--- src/hw/rtl/adpcm_pkg.sv ---
package adpcm_pkg;

    localparam int STEP_ENTRIES = 89;
    localparam int INDEX_MAX    = STEP_ENTRIES - 1;
    localparam int IDX_W        = $clog2(STEP_ENTRIES);
    localparam int STEP_W       = 15;
    localparam int SAMPLE_W     = 16;
    localparam int CODE_W       = 3;
    localparam int NIB_W        = 4;
    localparam int REM_W        = 18;
    localparam int PROD_W       = 18;
    localparam int DIFF_W       = 17;
    localparam int PSUM_W       = 18;
    localparam int ADJ_W        = 5;
    localparam int IDXS_W       = 8;

    localparam logic [CODE_W-1:0]        CODE_MAX = 3'd7;
    localparam logic [1:0]               DIV_LAST = 2'd3;
    localparam logic signed [PSUM_W-1:0] PRED_MAX = 18'sd32767;
    localparam logic signed [PSUM_W-1:0] PRED_MIN = -18'sd32768;
    localparam logic [IDX_W-1:0]         IDX_TOP  = IDX_W'(INDEX_MAX);

    localparam logic [STEP_W-1:0] STEP_ROM [0:STEP_ENTRIES-1] = '{
        15'd7, 15'd8, 15'd9, 15'd10, 15'd11, 15'd12, 15'd13, 15'd14, 15'd16, 15'd17,
        15'd19, 15'd21, 15'd23, 15'd25, 15'd28, 15'd31, 15'd34, 15'd37, 15'd41, 15'd45,
        15'd50, 15'd55, 15'd60, 15'd66, 15'd73, 15'd80, 15'd88, 15'd97, 15'd107,
        15'd118, 15'd130, 15'd143, 15'd157, 15'd173, 15'd190, 15'd209, 15'd230,
        15'd253, 15'd279, 15'd307, 15'd337, 15'd371, 15'd408, 15'd449, 15'd494,
        15'd544, 15'd598, 15'd658, 15'd724, 15'd796, 15'd876, 15'd963, 15'd1060,
        15'd1166, 15'd1282, 15'd1411, 15'd1552, 15'd1707, 15'd1878, 15'd2066,
        15'd2272, 15'd2499, 15'd2749, 15'd3024, 15'd3327, 15'd3660, 15'd4026,
        15'd4428, 15'd4871, 15'd5358, 15'd5894, 15'd6484, 15'd7132, 15'd7845,
        15'd8630, 15'd9493, 15'd10442, 15'd11487, 15'd12635, 15'd13899, 15'd15289,
        15'd16818, 15'd18500, 15'd20350, 15'd22385, 15'd24623, 15'd27086, 15'd29794,
        15'd32767
    };

    typedef struct packed {
        logic                       func;
        logic signed [SAMPLE_W-1:0] sample;
        logic                       last_in_block;
    } in_item_t;

    typedef struct packed {
        logic [7:0] packed_byte;
        logic       block_end;
    } out_item_t;

    typedef enum logic [2:0] {
        ST_IDLE,
        ST_DIFF,
        ST_DIV,
        ST_MUL,
        ST_UPD
    } state_t;

    typedef struct packed {
        logic       load;
        logic       diff;
        logic       div;
        logic [1:0] div_cnt;
        logic       mul;
        logic       commit;
    } dp_cmd_t;

    typedef struct packed {
        logic emit;
    } dp_status_t;

    function automatic logic [STEP_W-1:0] step_lookup(input logic [IDX_W-1:0] idx);
        logic [STEP_W-1:0] s;
        if (idx > IDX_TOP)
        begin
            s = STEP_ROM[IDX_TOP];
        end
        else
        begin
            s = STEP_ROM[idx];
        end
        return s;
    endfunction

    function automatic logic signed [ADJ_W-1:0] index_adjust(input logic [CODE_W-1:0] code);
        logic signed [ADJ_W-1:0] a;
        case (code)
            3'd4:    a = 5'sd2;
            3'd5:    a = 5'sd4;
            3'd6:    a = 5'sd6;
            3'd7:    a = 5'sd8;
            default: a = -5'sd1;
        endcase
        return a;
    endfunction

endpackage

--- src/hw/rtl/adpcm_if.sv ---
interface adpcm_stream_if #(
    parameter type payload_t = logic [7:0]
) ();
    logic     valid;
    logic     ready;
    payload_t data;

    modport source (output valid, output data, input ready);
    modport sink (input valid, input data, output ready);
endinterface

--- src/hw/rtl/adpcm_ctrl.sv ---
module adpcm_ctrl (
    input  logic                  clk,
    input  logic                  rst_n,
    input  logic                  in_valid,
    input  logic                  in_func,
    output logic                  in_ready,
    input  logic                  out_ready,
    output logic                  out_valid,
    input  adpcm_pkg::dp_status_t status,
    output adpcm_pkg::dp_cmd_t    cmd
);

    adpcm_pkg::state_t state_reg;
    adpcm_pkg::state_t state_next;
    logic [1:0]        div_cnt_reg;
    logic [1:0]        div_cnt_next;
    logic              out_valid_reg;
    logic              out_valid_next;
    logic              slot_free;

    always_ff @(posedge clk or negedge rst_n)
    begin
        if (!rst_n)
        begin
            state_reg     <= adpcm_pkg::ST_IDLE;
            div_cnt_reg   <= 2'd0;
            out_valid_reg <= 1'b0;
        end
        else
        begin
            state_reg     <= state_next;
            div_cnt_reg   <= div_cnt_next;
            out_valid_reg <= out_valid_next;
        end
    end

    assign slot_free = !out_valid_reg || out_ready;

    always_comb
    begin
        state_next   = state_reg;
        div_cnt_next = div_cnt_reg;
        in_ready     = 1'b0;
        cmd          = '0;
        cmd.div_cnt  = div_cnt_reg;
        case (state_reg)
            adpcm_pkg::ST_IDLE:
            begin
                in_ready = 1'b1;
                if (in_valid)
                begin
                    cmd.load   = 1'b1;
                    state_next = in_func ? adpcm_pkg::ST_UPD : adpcm_pkg::ST_DIFF;
                end
            end
            adpcm_pkg::ST_DIFF:
            begin
                cmd.diff     = 1'b1;
                div_cnt_next = 2'd0;
                state_next   = adpcm_pkg::ST_DIV;
            end
            adpcm_pkg::ST_DIV:
            begin
                cmd.div      = 1'b1;
                div_cnt_next = div_cnt_reg + 2'd1;
                if (div_cnt_reg == adpcm_pkg::DIV_LAST)
                begin
                    state_next = adpcm_pkg::ST_MUL;
                end
            end
            adpcm_pkg::ST_MUL:
            begin
                cmd.mul    = 1'b1;
                state_next = adpcm_pkg::ST_UPD;
            end
            adpcm_pkg::ST_UPD:
            begin
                // hold here while a byte is due and the output slot is taken
                if (!status.emit || slot_free)
                begin
                    cmd.commit = 1'b1;
                    state_next = adpcm_pkg::ST_IDLE;
                end
            end
            default:
            begin
                state_next = adpcm_pkg::ST_IDLE;
            end
        endcase
    end

    always_comb
    begin
        if (cmd.commit && status.emit)
        begin
            out_valid_next = 1'b1;
        end
        else if (out_ready)
        begin
            out_valid_next = 1'b0;
        end
        else
        begin
            out_valid_next = out_valid_reg;
        end
    end

    assign out_valid = out_valid_reg;

    a_commit_slot: assert property (@(posedge clk) disable iff (!rst_n)
        (cmd.commit && status.emit) |-> (!out_valid_reg || out_ready))
        else $error("byte committed over an untaken byte");

    a_emit_shows: assert property (@(posedge clk) disable iff (!rst_n)
        (cmd.commit && status.emit) |=> out_valid_reg)
        else $error("committed byte not presented");

    a_div_steps: assert property (@(posedge clk) disable iff (!rst_n)
        (state_reg == adpcm_pkg::ST_MUL) |-> ($past(div_cnt_reg) == adpcm_pkg::DIV_LAST))
        else $error("quotient finished before all steps");

    a_busy_no_accept: assert property (@(posedge clk) disable iff (!rst_n)
        (in_valid && in_ready && !in_func) |=> !in_ready ##1 !in_ready)
        else $error("new item taken while an encode is in flight");

endmodule

--- src/hw/rtl/adpcm_dp.sv ---
module adpcm_dp (
    input  logic                  clk,
    input  logic                  rst_n,
    input  adpcm_pkg::in_item_t   in_item,
    input  adpcm_pkg::dp_cmd_t    cmd,
    output adpcm_pkg::dp_status_t status,
    output adpcm_pkg::out_item_t  out_item
);

    // item latched at accept
    logic                                  func_reg;
    logic signed [adpcm_pkg::SAMPLE_W-1:0] sample_reg;
    logic                                  last_reg;

    // codec state
    logic signed [adpcm_pkg::SAMPLE_W-1:0] pred_reg;
    logic signed [adpcm_pkg::SAMPLE_W-1:0] pred_next;
    logic [adpcm_pkg::IDX_W-1:0]           idx_reg;
    logic [adpcm_pkg::IDX_W-1:0]           idx_next;
    logic                                  phase_reg;
    logic                                  phase_next;
    logic [adpcm_pkg::NIB_W-1:0]           held_reg;
    logic [adpcm_pkg::NIB_W-1:0]           held_next;

    // working registers
    logic [adpcm_pkg::STEP_W-1:0]          step_reg;
    logic                                  sign_reg;
    logic [adpcm_pkg::REM_W-1:0]           rem_reg;
    logic [adpcm_pkg::CODE_W-1:0]          code_reg;
    logic                                  sat_reg;
    logic [adpcm_pkg::PROD_W-1:0]          prod_reg;
    logic [7:0]                            byte_reg;
    logic [7:0]                            byte_next;
    logic                                  end_reg;
    logic                                  end_next;

    logic signed [adpcm_pkg::SAMPLE_W:0]   d_w;
    logic [adpcm_pkg::SAMPLE_W:0]          d_abs_w;
    logic [adpcm_pkg::REM_W-1:0]           trial_w;
    logic                                  ge_w;
    logic [adpcm_pkg::CODE_W-1:0]          code_fin_w;
    logic [adpcm_pkg::DIFF_W-1:0]          diff_w;
    logic signed [adpcm_pkg::PSUM_W-1:0]   psum_w;
    logic signed [adpcm_pkg::ADJ_W-1:0]    adj_w;
    logic signed [adpcm_pkg::IDXS_W-1:0]   isum_w;
    logic [adpcm_pkg::NIB_W-1:0]           nib_w;

    assign d_w     = {sample_reg[adpcm_pkg::SAMPLE_W-1], sample_reg}
                   - {pred_reg[adpcm_pkg::SAMPLE_W-1], pred_reg};
    assign d_abs_w = d_w[adpcm_pkg::SAMPLE_W] ? $unsigned(-d_w) : $unsigned(d_w);

    // first step tests quotient >= 8 (saturate), then restoring bits 2..0
    always_comb
    begin
        case (cmd.div_cnt)
            2'd0:    trial_w = {step_reg, 3'b000};
            2'd1:    trial_w = {1'b0, step_reg, 2'b00};
            2'd2:    trial_w = {2'b00, step_reg, 1'b0};
            default: trial_w = {3'b000, step_reg};
        endcase
    end

    assign ge_w       = rem_reg >= trial_w;
    assign code_fin_w = sat_reg ? adpcm_pkg::CODE_MAX : code_reg;

    assign diff_w = adpcm_pkg::DIFF_W'(prod_reg[adpcm_pkg::PROD_W-1:2])
                  + adpcm_pkg::DIFF_W'(step_reg[adpcm_pkg::STEP_W-1:3]);
    assign psum_w = sign_reg
                  ? adpcm_pkg::PSUM_W'(pred_reg) - $signed({1'b0, diff_w})
                  : adpcm_pkg::PSUM_W'(pred_reg) + $signed({1'b0, diff_w});

    assign adj_w  = adpcm_pkg::index_adjust(code_reg);
    assign isum_w = $signed({1'b0, idx_reg})
                  + {{(adpcm_pkg::IDXS_W - adpcm_pkg::ADJ_W){adj_w[adpcm_pkg::ADJ_W-1]}},
                     adj_w};
    assign nib_w  = {sign_reg, code_reg};

    always_comb
    begin
        pred_next  = pred_reg;
        idx_next   = idx_reg;
        phase_next = phase_reg;
        held_next  = held_reg;
        byte_next  = byte_reg;
        end_next   = end_reg;
        if (func_reg)
        begin
            pred_next = '0;
            idx_next  = '0;
            byte_next = {held_reg, 4'h0};
            end_next  = 1'b1;
            if (last_reg && phase_reg)
            begin
                phase_next = 1'b0;
                held_next  = '0;
            end
        end
        else
        begin
            if (psum_w > adpcm_pkg::PRED_MAX)
            begin
                pred_next = adpcm_pkg::PRED_MAX[adpcm_pkg::SAMPLE_W-1:0];
            end
            else if (psum_w < adpcm_pkg::PRED_MIN)
            begin
                pred_next = adpcm_pkg::PRED_MIN[adpcm_pkg::SAMPLE_W-1:0];
            end
            else
            begin
                pred_next = psum_w[adpcm_pkg::SAMPLE_W-1:0];
            end

            if (isum_w < 0)
            begin
                idx_next = '0;
            end
            else if (isum_w > $signed({1'b0, adpcm_pkg::IDX_TOP}))
            begin
                idx_next = adpcm_pkg::IDX_TOP;
            end
            else
            begin
                idx_next = isum_w[adpcm_pkg::IDX_W-1:0];
            end

            if (phase_reg)
            begin
                byte_next  = {held_reg, nib_w};
                end_next   = last_reg;
                phase_next = 1'b0;
                held_next  = '0;
            end
            else if (last_reg)
            begin
                byte_next = {nib_w, 4'h0};
                end_next  = 1'b1;
            end
            else
            begin
                held_next  = nib_w;
                phase_next = 1'b1;
            end
        end
    end

    always_ff @(posedge clk or negedge rst_n)
    begin
        if (!rst_n)
        begin
            pred_reg  <= '0;
            idx_reg   <= '0;
            phase_reg <= 1'b0;
            held_reg  <= '0;
        end
        else if (cmd.commit)
        begin
            pred_reg  <= pred_next;
            idx_reg   <= idx_next;
            phase_reg <= phase_next;
            held_reg  <= held_next;
        end
    end

    always_ff @(posedge clk)
    begin
        if (cmd.load)
        begin
            func_reg   <= in_item.func;
            sample_reg <= in_item.sample;
            last_reg   <= in_item.last_in_block;
        end
        if (cmd.diff)
        begin
            step_reg <= adpcm_pkg::step_lookup(idx_reg);
            sign_reg <= d_w[adpcm_pkg::SAMPLE_W];
            rem_reg  <= {d_abs_w[adpcm_pkg::SAMPLE_W-1:0], 2'b00};
            code_reg <= '0;
            sat_reg  <= 1'b0;
        end
        if (cmd.div)
        begin
            if (cmd.div_cnt == 2'd0)
            begin
                sat_reg <= ge_w;
            end
            else if (ge_w)
            begin
                rem_reg <= rem_reg - trial_w;
                code_reg[adpcm_pkg::DIV_LAST - cmd.div_cnt] <= 1'b1;
            end
        end
        if (cmd.mul)
        begin
            prod_reg <= adpcm_pkg::PROD_W'(step_reg) * adpcm_pkg::PROD_W'(code_fin_w);
            code_reg <= code_fin_w;
        end
        if (cmd.commit && status.emit)
        begin
            byte_reg <= byte_next;
            end_reg  <= end_next;
        end
    end

    assign status.emit          = func_reg ? (last_reg && phase_reg) : (phase_reg || last_reg);
    assign out_item.packed_byte = byte_reg;
    assign out_item.block_end   = end_reg;

    a_idx_range: assert property (@(posedge clk) disable iff (!rst_n)
        idx_reg <= adpcm_pkg::IDX_TOP)
        else $error("step index left the table");

endmodule

--- src/hw/rtl/adpcm_4bit_encoder.sv ---
// 4-bit ADPCM encoder.
// samp_ch (sink) takes one item per handshake: func, sample, last_in_block.
// byte_ch (source) gives packed_byte and block_end, two codes per byte,
// earlier code in the high nibble (a lone last code gets a zero low nibble).
// An encode item passes from acceptance to the next acceptance through:
// taking it, the difference and step lookup, the quotient (the saturation
// test, then one compare-subtract per code bit), the step times code
// product, and the update of the predictor, step index and packing. A byte
// produced by an item is registered at the output when the update commits.
// A clear item (func = 1) goes from acceptance straight to the update.
// The output register holds a finished byte while the receiver stalls; the
// next item is still taken and processed, and it waits only in its update
// state if it produces a byte while the previous one is still untaken.
// Reset clears predictor, step index, packing phase and the output valid.
module adpcm_4bit_encoder (
    input  logic           clk,
    input  logic           rst_n,
    adpcm_stream_if.sink   samp_ch,
    adpcm_stream_if.source byte_ch
);

    adpcm_pkg::dp_cmd_t    cmd;
    adpcm_pkg::dp_status_t status;
    adpcm_pkg::in_item_t   in_item;
    adpcm_pkg::out_item_t  out_item;
    logic                  in_ready;
    logic                  out_valid;

    assign in_item = samp_ch.data;

    adpcm_ctrl u_ctrl (
        .clk       (clk),
        .rst_n     (rst_n),
        .in_valid  (samp_ch.valid),
        .in_func   (in_item.func),
        .in_ready  (in_ready),
        .out_ready (byte_ch.ready),
        .out_valid (out_valid),
        .status    (status),
        .cmd       (cmd)
    );

    adpcm_dp u_dp (
        .clk      (clk),
        .rst_n    (rst_n),
        .in_item  (in_item),
        .cmd      (cmd),
        .status   (status),
        .out_item (out_item)
    );

    assign samp_ch.ready = in_ready;
    assign byte_ch.valid = out_valid;
    assign byte_ch.data  = out_item;

endmodule
--- src/flat_wrapper.sv ---
// flat-port wrapper written by rule: the top's interface ports become plain ports
module adpcm_4bit_encoder_flat 
  (clk, rst_n, samp_ch_valid, samp_ch_data, samp_ch_ready, byte_ch_valid, byte_ch_data, byte_ch_ready);
  adpcm_stream_if samp_ch_i ();
  adpcm_stream_if byte_ch_i ();
  input  logic clk;
  input  logic rst_n;
  input wire logic [$bits(samp_ch_i.valid)-1:0] samp_ch_valid;
  input wire logic [$bits(samp_ch_i.data)-1:0] samp_ch_data;
  output wire logic [$bits(samp_ch_i.ready)-1:0] samp_ch_ready;
  output wire logic [$bits(byte_ch_i.valid)-1:0] byte_ch_valid;
  output wire logic [$bits(byte_ch_i.data)-1:0] byte_ch_data;
  input wire logic [$bits(byte_ch_i.ready)-1:0] byte_ch_ready;
  assign samp_ch_i.valid = samp_ch_valid;
  assign samp_ch_i.data = samp_ch_data;
  assign samp_ch_ready = samp_ch_i.ready;
  assign byte_ch_valid = byte_ch_i.valid;
  assign byte_ch_data = byte_ch_i.data;
  assign byte_ch_i.ready = byte_ch_ready;
  adpcm_4bit_encoder u_core (.clk(clk), .rst_n(rst_n), .samp_ch(samp_ch_i), .byte_ch(byte_ch_i));
endmodule
--- config.mk ---
export PLATFORM = sky130hd
export DESIGN_NAME = adpcm_4bit_encoder_flat
export DESIGN_NICKNAME = d
export VERILOG_FILES = /design/src/hw/rtl/adpcm_pkg.sv /design/src/hw/rtl/adpcm_if.sv /design/src/hw/rtl/adpcm_ctrl.sv /design/src/hw/rtl/adpcm_dp.sv /design/src/hw/rtl/adpcm_4bit_encoder.sv /design/src/flat_wrapper.sv
export SDC_FILE = /design/constraint.sdc
export NUM_CORES = 1
export LEC_CHECK = 0
export ABC_AREA = 1
export BUFFER_PORTS_ARGS = -buffer_cell sky130_fd_sc_hd__buf_2
export CAP_MARGIN = 20
export CORE_ASPECT_RATIO = 1.4
export CORE_MARGIN = 2
export CORE_UTILIZATION = 60
export CTS_CLUSTER_SIZE = 8
export DETAILED_ROUTE_END_ITERATION = 7
export GPL_TIMING_DRIVEN = 0
export MAX_ROUTING_LAYER = met4
export PLACE_DENSITY_LB_ADDON = 0.25
export SYNTH_ARGS = -nofsm -noshare
export SYNTH_HDL_FRONTEND = slang
export SYNTH_HIERARCHICAL = 1
export SYNTH_SLANG_ARGS = --single-unit
--- constraint.sdc ---
create_clock -name clk -period 7.7 [get_ports clk]
set_clock_uncertainty 0.05 [all_clocks]
set_input_delay 1.155 -clock clk [delete_from_list [all_inputs] [get_ports clk]]
set_output_delay 1.155 -clock clk [all_outputs]
set_load 0.05 [all_outputs]
==> results of run 1 <==
layout make-up:
class                   instances  area, um^2  area share [%]
well taps                     248         310            2.45
inverters                     244         916            7.24
flip-flops and latches        113        3010            23.8
repair buffers                 22         113           0.890
multi-input cells            1290        7580            59.9
clock buffers                  18         439            3.47
plain buffers                  37         161            1.28
clock inverters                14         130            1.03
final timing paths:
path | to | slack [ps]
setup / recovery | u_core/u_dp/pred_reg[10] | 2860
hold / removal | u_core/u_dp/rem_reg[0] | 450
setup reg to reg | u_core/u_dp/pred_reg[10] | 2860
hold reg to reg | u_core/u_dp/rem_reg[0] | 450
max in group asynchronous | u_core/u_dp/idx_reg[4] | 6250
min in group asynchronous | u_core/u_ctrl/out_valid | 800
metal layers:
metal | GRT usage [%] | routed length (um) | share of wire [%]
met1 | 34.9 | 12600 | 35
met2 | 66.8 | 18600 | 51
met3 | 6.87 | 2250 | 6.2
met4 | 27.2 | 3010 | 8.3
met5 | - | 0 | 0
worst max-delay path, cell delays in order (launching register included):
cell,delay [ps]
edfxtp_1,460
ha_1,260
inv_1,70
fa_1,380
inv_1,130
nand3_1,90
nand3_1,160
xor2_1,300
inv_1,140
nand4_1,140
nor3b_1,70
or2_2,300
xor2_1,170
inv_1,90
ha_1,360
nand2_1,100
o21ai_0,390
a21oi_1,130
nand2_1,120
xor2_1,100
or2_2,310
nand3_2,120
buf_6,190
nand3_2,90
stage by stage:
step	instance area (um^2)	hold WS (ps)	cells	worst slack (ps)	util (%)
finish	12700	447	1986	2860	66.1
global route	12700	476	1986	2600	66.1
CTS	12700	442	1986	2960	66.1
detailed placement	12100	430	1954	3030	63.1
global placement	12100	412	1953	3130	63.1
floorplan	11700	397	1684	3640	-
==> impl_metrics.env, run 1 <==
export IMPL_status="finished, final reports clean"
export IMPL_worstPathMaxFanout=10
export IMPL_period_share_pct=62.8
export IMPL_portBuffers=21
export IMPL_cts_buffers=17
export IMPL_r2r_cells=23
export IMPL_h_tree_depth=4
export IMPL_crit_path_end_kind="flop"
export IMPL_hold_start="u_core/u_dp/rem_reg[0]"
export IMPL_final_common_cell="nand2_1"
export IMPL_rsz0062_at_grt="no"
export IMPL_finalSetupTns_ps=0
export IMPL_synthCells=1674
export IMPL_r2r_start="u_core/u_dp/step_reg[3]"
export IMPL_worst_pin_slew_ps=1020
export IMPL_setup_viol=0
export IMPL_wirelength_um=36500
export IMPL_clockBufferDepth=2
export IMPL_drtAntennaViolNets=0
export IMPL_routedWlPerCell_um=18.4
export IMPL_via_per_inst=5.97
export IMPL_relSlewSlack_pct=31.6
export IMPL_post_route_min_period_ps=4840
export IMPL_cts_num_sinks=113
export IMPL_routabilityCongestion=1.00
export IMPL_crit_path_start="u_core/u_dp/step_reg[3]"
export IMPL_min_path_type="flop to flop"
export IMPL_grt_antenna_before_repair=0
export IMPL_nFillCells=1725
export IMPL_critical_path_startpoint_type="flop"
export IMPL_die_w_um=122
export IMPL_worstPathRequired_ps=7950
export IMPL_drive_gt1_share_pct=6.27
export IMPL_cts_resized=0
export IMPL_grt_overflow=0
export IMPL_nNetsFinal=1864
export IMPL_drt_pass1_iter_count=8
export IMPL_dp_hpwl_um=28500
export IMPL_grtUsageTotal_pct=37.2
export IMPL_worst_skew_pair_late_latency_ps=420
export IMPL_drtIter0Drc=868
export IMPL_avgSynthCellArea_um2=6.94
export IMPL_holdPathStages=2
export IMPL_grt_pass1_wl_um=57400
export IMPL_max_cap_viol_count=0
export IMPL_num_vias=11900
export IMPL_cp_arrival_ps=5080
export IMPL_grt_max_degree=34
export IMPL_rows=60
export IMPL_start_util_pct=60.7
export IMPL_clockRootBuffer="clkbuf_16"
export IMPL_hold_buffers=0
export IMPL_max_freq_ghz=0.207
export IMPL_final_cell_mix="402 x nand2_1, 238 x inv_1, 147 x nor2_1, 118 x a21oi_1, 108 x ha_1"
export IMPL_largest_reg_flops=18
export IMPL_grt_pass1_vias=11700
export IMPL_criticalPathCategory="flop to flop"
export IMPL_postCtsSetupBuffers=0
export IMPL_core_area_um2=19100
export IMPL_syn_area_um2=11600
export IMPL_ios=22
export IMPL_yosys_warnings=6
export IMPL_drc_errors=0
export IMPL_tritoncts="done"
export IMPL_die_y_um=169
export IMPL_antenna_cells=0
export IMPL_hold_violations=0
export IMPL_clk_pin_slew_ps=60
export IMPL_area_growth_pct=8.86
export IMPL_final_max_slew_viol_count=0
export IMPL_die_area_um2=20500
Power of run 1 is left out: the tool's default activity adds up to more than one toggle a clock period on the data nets, which glitch-free logic cannot reach.
==> run 2, diff against run 1 <==
--- a/config.mk
+++ b/config.mk
@@ -10,7 +10,7 @@
 export CAP_MARGIN = 20
 export CORE_ASPECT_RATIO = 1.4
 export CORE_MARGIN = 2
-export CORE_UTILIZATION = 60
+export CORE_UTILIZATION = 59
 export CTS_CLUSTER_SIZE = 8
 export DETAILED_ROUTE_END_ITERATION = 7
 export GPL_TIMING_DRIVEN = 0
==> constraint.sdc (replaced) <==
create_clock -name clk -period 4.4 [get_ports clk]
set_clock_uncertainty 0.05 [all_clocks]
set_input_delay 0.66 -clock clk [delete_from_list [all_inputs] [get_ports clk]]
set_output_delay 0.66 -clock clk [all_outputs]
set_load 0.05 [all_outputs]
==> run 2 against run 1 <==
Effect of this change:
- the run now ends with setup timing left
- first-iteration DRC count up 17%
- maximum frequency up 4.6%
- die area up 1.6%
- wire length up 6.6%
- final area up 4.3%
- count of clock-buffer cells in the layout up 3
==> impl_metrics.env, run 2 (same netlist as run 1, synthesis figures left out) <==
export IMPL_worst_skew_pair_late_latency_ps=430
export IMPL_ios=22
export IMPL_die_y_um=170
export IMPL_num_vias=12100
export IMPL_dp_hpwl_um=28600
export IMPL_rows=60
export IMPL_max_freq_ghz=0.216
export IMPL_cp_arrival_ps=4880
export IMPL_criticalPathCategory="flop to flop"
export IMPL_grt_overflow=0
export IMPL_max_cap_viol_count=0
export IMPL_setup_ws_ps=-226
export IMPL_worstPathRequired_ps=4650
export IMPL_portBuffers=21
export IMPL_finalNonFillerCells=2012
export IMPL_cts_num_sinks=113
export IMPL_antenna_cells=0
export IMPL_die_w_um=123
export IMPL_crit_path_end_kind="flop"
export IMPL_relSlewSlack_pct=28.9
export IMPL_drive_gt1_share_pct=10.4
export IMPL_nFillCells=1568
export IMPL_post_route_util_pct=68.4
export IMPL_dp_cells=1954
export IMPL_h_tree_depth=4
export IMPL_violations="setup timing"
export IMPL_clockBufferDepth=2
export IMPL_crit_path_start="u_core/u_dp/step_reg[3]"
export IMPL_hold_violations=0
export IMPL_wirelength_um=38900
export IMPL_r2r_start="u_core/u_dp/step_reg[3]"
export IMPL_die_area_um2=20900
export IMPL_min_path_type="input port to asynchronous set/reset pin"
export IMPL_multi_input_area_um2=7880
export IMPL_final_cell_mix="398 x nand2_1, 232 x inv_1, 141 x nor2_1, 114 x a21oi_1"
export IMPL_start_util_pct=60.3
export IMPL_hold_buffers=0
export IMPL_core_area_um2=19300
export IMPL_routabilityCongestion=1.03
export IMPL_grt_pass1_vias=11700
export IMPL_critical_path_startpoint_type="flop"
export IMPL_drtAntennaViolNets=0
export IMPL_final_common_cell="nand2_1"
export IMPL_seq_area_um2=3010
export IMPL_drt_pass1_iter_count=6
export IMPL_clk_pin_slew_ps=60
export IMPL_tritoncts="done"
export IMPL_place_ws_ps=-283
export IMPL_status="complete, but fails checks"
export IMPL_worstPathMaxFanout=5
export IMPL_drtIter0Drc=1015
export IMPL_routedWlPerCell_um=19.3
export IMPL_area_growth_pct=13.6
export IMPL_grt_antenna_before_repair=0
export IMPL_holdWs_ps=286
export IMPL_grtUsageTotal_pct=37.3
export IMPL_grt_pass1_wl_um=57800
export IMPL_rsz0062_at_grt="yes"
export IMPL_grt_max_degree=34
export IMPL_cts_buffers=17
export IMPL_largest_reg_flops=18
export IMPL_nNetsFinal=1890
export IMPL_worst_pin_slew_ps=1060
export IMPL_period_share_pct=105
export IMPL_via_per_inst=6.02
export IMPL_post_route_min_period_ps=4630
export IMPL_drc_errors=0
export IMPL_clockRootBuffer="clkbuf_16"
export IMPL_final_max_slew_viol_count=0
export IMPL_setup_viol=15
==> run 2: path summary, 6_finish.rpt <==
| path | endpoint | slack [ps] | cells after the start |
|---|---|---|---|
| min reg2reg | u_core/u_dp/rem_reg[4] | 450 | 2 |
| min | u_core/u_ctrl/state_reg[2] | 290 | 1 |
| max | u_core/u_dp/pred_reg[8] | -230 | 24 |
| min in group clk | u_core/u_dp/sample_reg[6] | 360 | 1 |
| max in group asynchronous | u_core/u_dp/pred_reg[13] | 3480 | 1 |
| max reg2reg | u_core/u_dp/pred_reg[8] | -230 | 24 |
==> run 2: routing by layer <==
layer	routed length (um)	global-route usage (%)	up-vias
li1	-	-	5745
met1	13400	35.6	5575
met2	19500	66.1	608
met3	2640	6.03	194
met4	3320	28.0	0
met5	0	-	-
==> run 2: area by class of cell <==
type / instances / area share (%)
sequential: 113 / 22.8
tap: 248 / 2.35
inverter: 244 / 6.97
clock inverter: 11 / 0.588
timing repair buffer: 48 / 2.65
buffer: 37 / 1.28
clock buffer: 21 / 3.66
multi-input combinational: 1290 / 59.7
==> run 2: stage by stage <==
step,area (um^2),setup TNS (ps)
after floorplan,11700,0
after global placement,12100,-2270
after detailed placement,12100,-3680
after CTS,12700,0
after global routing,13200,-4280
final,13200,-2650
==> run 2: repair_timing <==
item / 4_1_cts / 5_1_grt
setup buffers: 5 / 19
gates resized for setup: 10 / 62
setup endpoints to repair: 16 / 35
gates cloned: 0 / 2
pin swaps: 0 / 26
==> run 2: critical path: stages (launching register included) <==
cell      delay, ps
edfxtp_1        460
ha_4            180
inv_2            40
fa_1            550
ha_2            190
inv_2            60
nor3_4          230
nand4_1         170
nor3b_2         260
nand3_1         130
nand2_2         110
nand2_2          80
xnor2_2         140
ha_1            350
a21oi_2         190
o21bai_1         90
a21oi_1         150
o21ai_1          80
a31oi_1         250
inv_1           120
nand3_4         110
nand3_4         140
buf_8           180
nand3_1         100
nand3_2          80
Power of run 2 is left out for the same reason.
==> run 3, diff against run 2 <==
--- a/config.mk
+++ b/config.mk
@@ -10,12 +10,13 @@
 export CAP_MARGIN = 20
 export CORE_ASPECT_RATIO = 1.4
 export CORE_MARGIN = 2
-export CORE_UTILIZATION = 59
+export CORE_UTILIZATION = 40
 export CTS_CLUSTER_SIZE = 8
 export DETAILED_ROUTE_END_ITERATION = 7
 export GPL_TIMING_DRIVEN = 0
 export MAX_ROUTING_LAYER = met4
 export PLACE_DENSITY_LB_ADDON = 0.25
+export RECOVER_POWER = 25
 export SYNTH_ARGS = -nofsm -noshare
 export SYNTH_HDL_FRONTEND = slang
 export SYNTH_HIERARCHICAL = 1
==> constraint.sdc (replaced) <==
create_clock -name clk -period 5.7 [get_ports clk]
set_clock_uncertainty 0.05 [all_clocks]
set_input_delay 0.855 -clock clk [delete_from_list [all_inputs] [get_ports clk]]
set_output_delay 0.855 -clock clk [all_outputs]
set_load 0.05 [all_outputs]
==> run 3 against run 2 <==
Effect of this change:
- the flow finishes with violations (capacitance limit, slew limit)
- critical path depth up 2
- via count down 6.8%
- register-to-register slack better by 1100 ps
- count of clock-buffer cells in the layout down 2
- die area up 46%
- maximum frequency down 3.3%
- highest routed layer unchanged
==> impl_metrics.env, run 3 (same netlist as run 1, synthesis figures left out) <==
export IMPL_status="complete, but fails checks"
export IMPL_violations="capacitance limit, slew limit"
export IMPL_wirelength_um=35700
export IMPL_finalSetupTns_ps=0
export IMPL_routabilityCongestion=0.971
export IMPL_cts_buffers=17
export IMPL_post_route_min_period_ps=4780
export IMPL_clk_pin_slew_ps=60
export IMPL_critical_path_startpoint_type="flop"
export IMPL_max_cap_viol_count=1
export IMPL_tritoncts="done"
export IMPL_cts_resized=0
export IMPL_r2r_cells=26
export IMPL_rows=73
export IMPL_seq_area_um2=3010
export IMPL_largest_reg_flops=18
export IMPL_r2r_end="u_core/u_dp/pred_reg[5]"
export IMPL_drtAntennaViolNets=0
export IMPL_drive_gt1_share_pct=5.98
export IMPL_rrSetupSlack_ps=920
export IMPL_grt_pass1_vias=11200
export IMPL_r2r_start="u_core/u_dp/step_reg[3]"
export IMPL_clockRootBuffer="clkbuf_16"
export IMPL_routedWlPerCell_um=16.9
export IMPL_holdPathEnd="u_core/u_dp/held_reg[0]"
export IMPL_final_max_slew_viol_count=34
export IMPL_worstPathMaxFanout=10
export IMPL_die_area_um2=30500
export IMPL_criticalPathCategory="flop to flop"
export IMPL_h_tree_depth=4
export IMPL_worstPathRequired_ps=5950
export IMPL_portBuffers=21
export IMPL_min_path_type="flop to flop"
export IMPL_crit_path_start="u_core/u_dp/step_reg[3]"
export IMPL_clockBufferDepth=2
export IMPL_hold_violations=0
export IMPL_relSlewSlack_pct=-33.7
export IMPL_hold_start="u_core/u_dp/held_reg[0]"
export IMPL_period_share_pct=83.9
export IMPL_hold_buffers=0
export IMPL_die_y_um=206
export IMPL_worst_pin_slew_ps=2000
export IMPL_num_vias=11300
export IMPL_cp_arrival_ps=5040
export IMPL_rsz0062_at_grt="no"
export IMPL_grt_antenna_before_repair=0
export IMPL_area_growth_pct=10.3
export IMPL_setup_viol=0
export IMPL_antenna_cells=0
export IMPL_core_area_um2=28500
export IMPL_worst_skew_pair_late_latency_ps=420
export IMPL_drc_errors=0
export IMPL_grtUsageTotal_pct=24.6
export IMPL_final_common_cell="nand2_1"
export IMPL_grt_overflow=0
export IMPL_crit_path_end_kind="flop"
export IMPL_dp_hpwl_um=29200
export IMPL_cts_num_sinks=113
export IMPL_grt_max_degree=34
export IMPL_drt_pass1_iter_count=5
export IMPL_holdPathStages=2
export IMPL_start_util_pct=40.8
export IMPL_ios=22
export IMPL_postCtsSetupBuffers=0
export IMPL_die_w_um=148
export IMPL_via_per_inst=5.35
export IMPL_nFillCells=3024
export IMPL_final_cell_mix="402 x nand2_1, 238 x inv_1, 148 x nor2_1, 118 x a21oi_1, 108 x ha_1"
export IMPL_max_freq_ghz=0.209
export IMPL_multi_input_area_um2=7570
export IMPL_nNetsFinal=1864
export IMPL_drtIter0Drc=493
export IMPL_grt_pass1_wl_um=57000
-- run 3: cell types whose count changed in the layout (fill, tap and decap cells not counted), sizes merged --
cell      before  now
clkinvlp       3    5
inv          243  241
clkbuf        51   49
buf           55   29
bufinv         0    2
-- run 3: metal layers --
layer / global-route usage (%) / vias to the layer above / routed length [um]
li1: - / 5687 / -
met1: 24.3 / 5253 / 13500
met2: 47.0 / 266 / 19300
met3: 3.13 / 94 / 1140
met4: 12.7 / 0 / 1800
met5: - / - / 0
-- run 3: worst max path at each step --
stage / slack, ps / cells past startpoint / end
global route: 480 / 26 / u_core/u_dp/pred_reg[13]
detailed placement: 950 / 23 / u_core/u_dp/pred_reg[5]
CTS: 940 / 23 / u_core/u_dp/pred_reg[5]
finish: 920 / 26 / u_core/u_dp/pred_reg[5]
global placement: 1040 / 24 / u_core/u_dp/pred_reg[13]
floorplan: 1640 / 23 / u_core/u_dp/pred_reg[10]
-- run 3: critical path: stages, from the launching register on --
cell	delay, ps
edfxtp_1	490
ha_1	290
inv_1	70
fa_1	390
inv_1	140
nand2_1	90
nand2_2	90
inv_2	50
nor3_1	320
nand4_1	190
nor3b_1	260
nand3_1	100
nand2_1	130
nand2_1	90
xnor2_1	140
ha_1	330
a21oi_1	200
o21bai_1	80
a21oi_1	150
o21ai_0	110
a31oi_1	220
inv_1	80
nand3_2	110
nand3_2	140
buf_6	180
nand3b_1	90
nand3_2	60
-- run 3: final cells by class --
cell class	instances	share of cell area, %
well taps	375	3.66
repair buffers	22	0.917
inverters	244	7.14
multi-input cells	1290	59.1
clock buffers	19	3.45
flip-flops and latches	113	23.4
plain buffers	37	1.26
clock inverters	13	1.07
-- run 3: metrics by stage --
step	setup slack [ps]	hold WS, ps	utilization, %	instances	cell area (um^2)
2_1_floorplan	1640	397	-	1684	11700
3_3_place_gp	1040	418	42.9	2080	12200
3_5_place_dp	950	422	43.0	2081	12300
4_1_cts	937	436	45.0	2113	12800
5_1_grt	479	449	45.0	2113	12800
6_report	917	433	45.0	2113	12800
Power of run 3 is left out for the same reason.
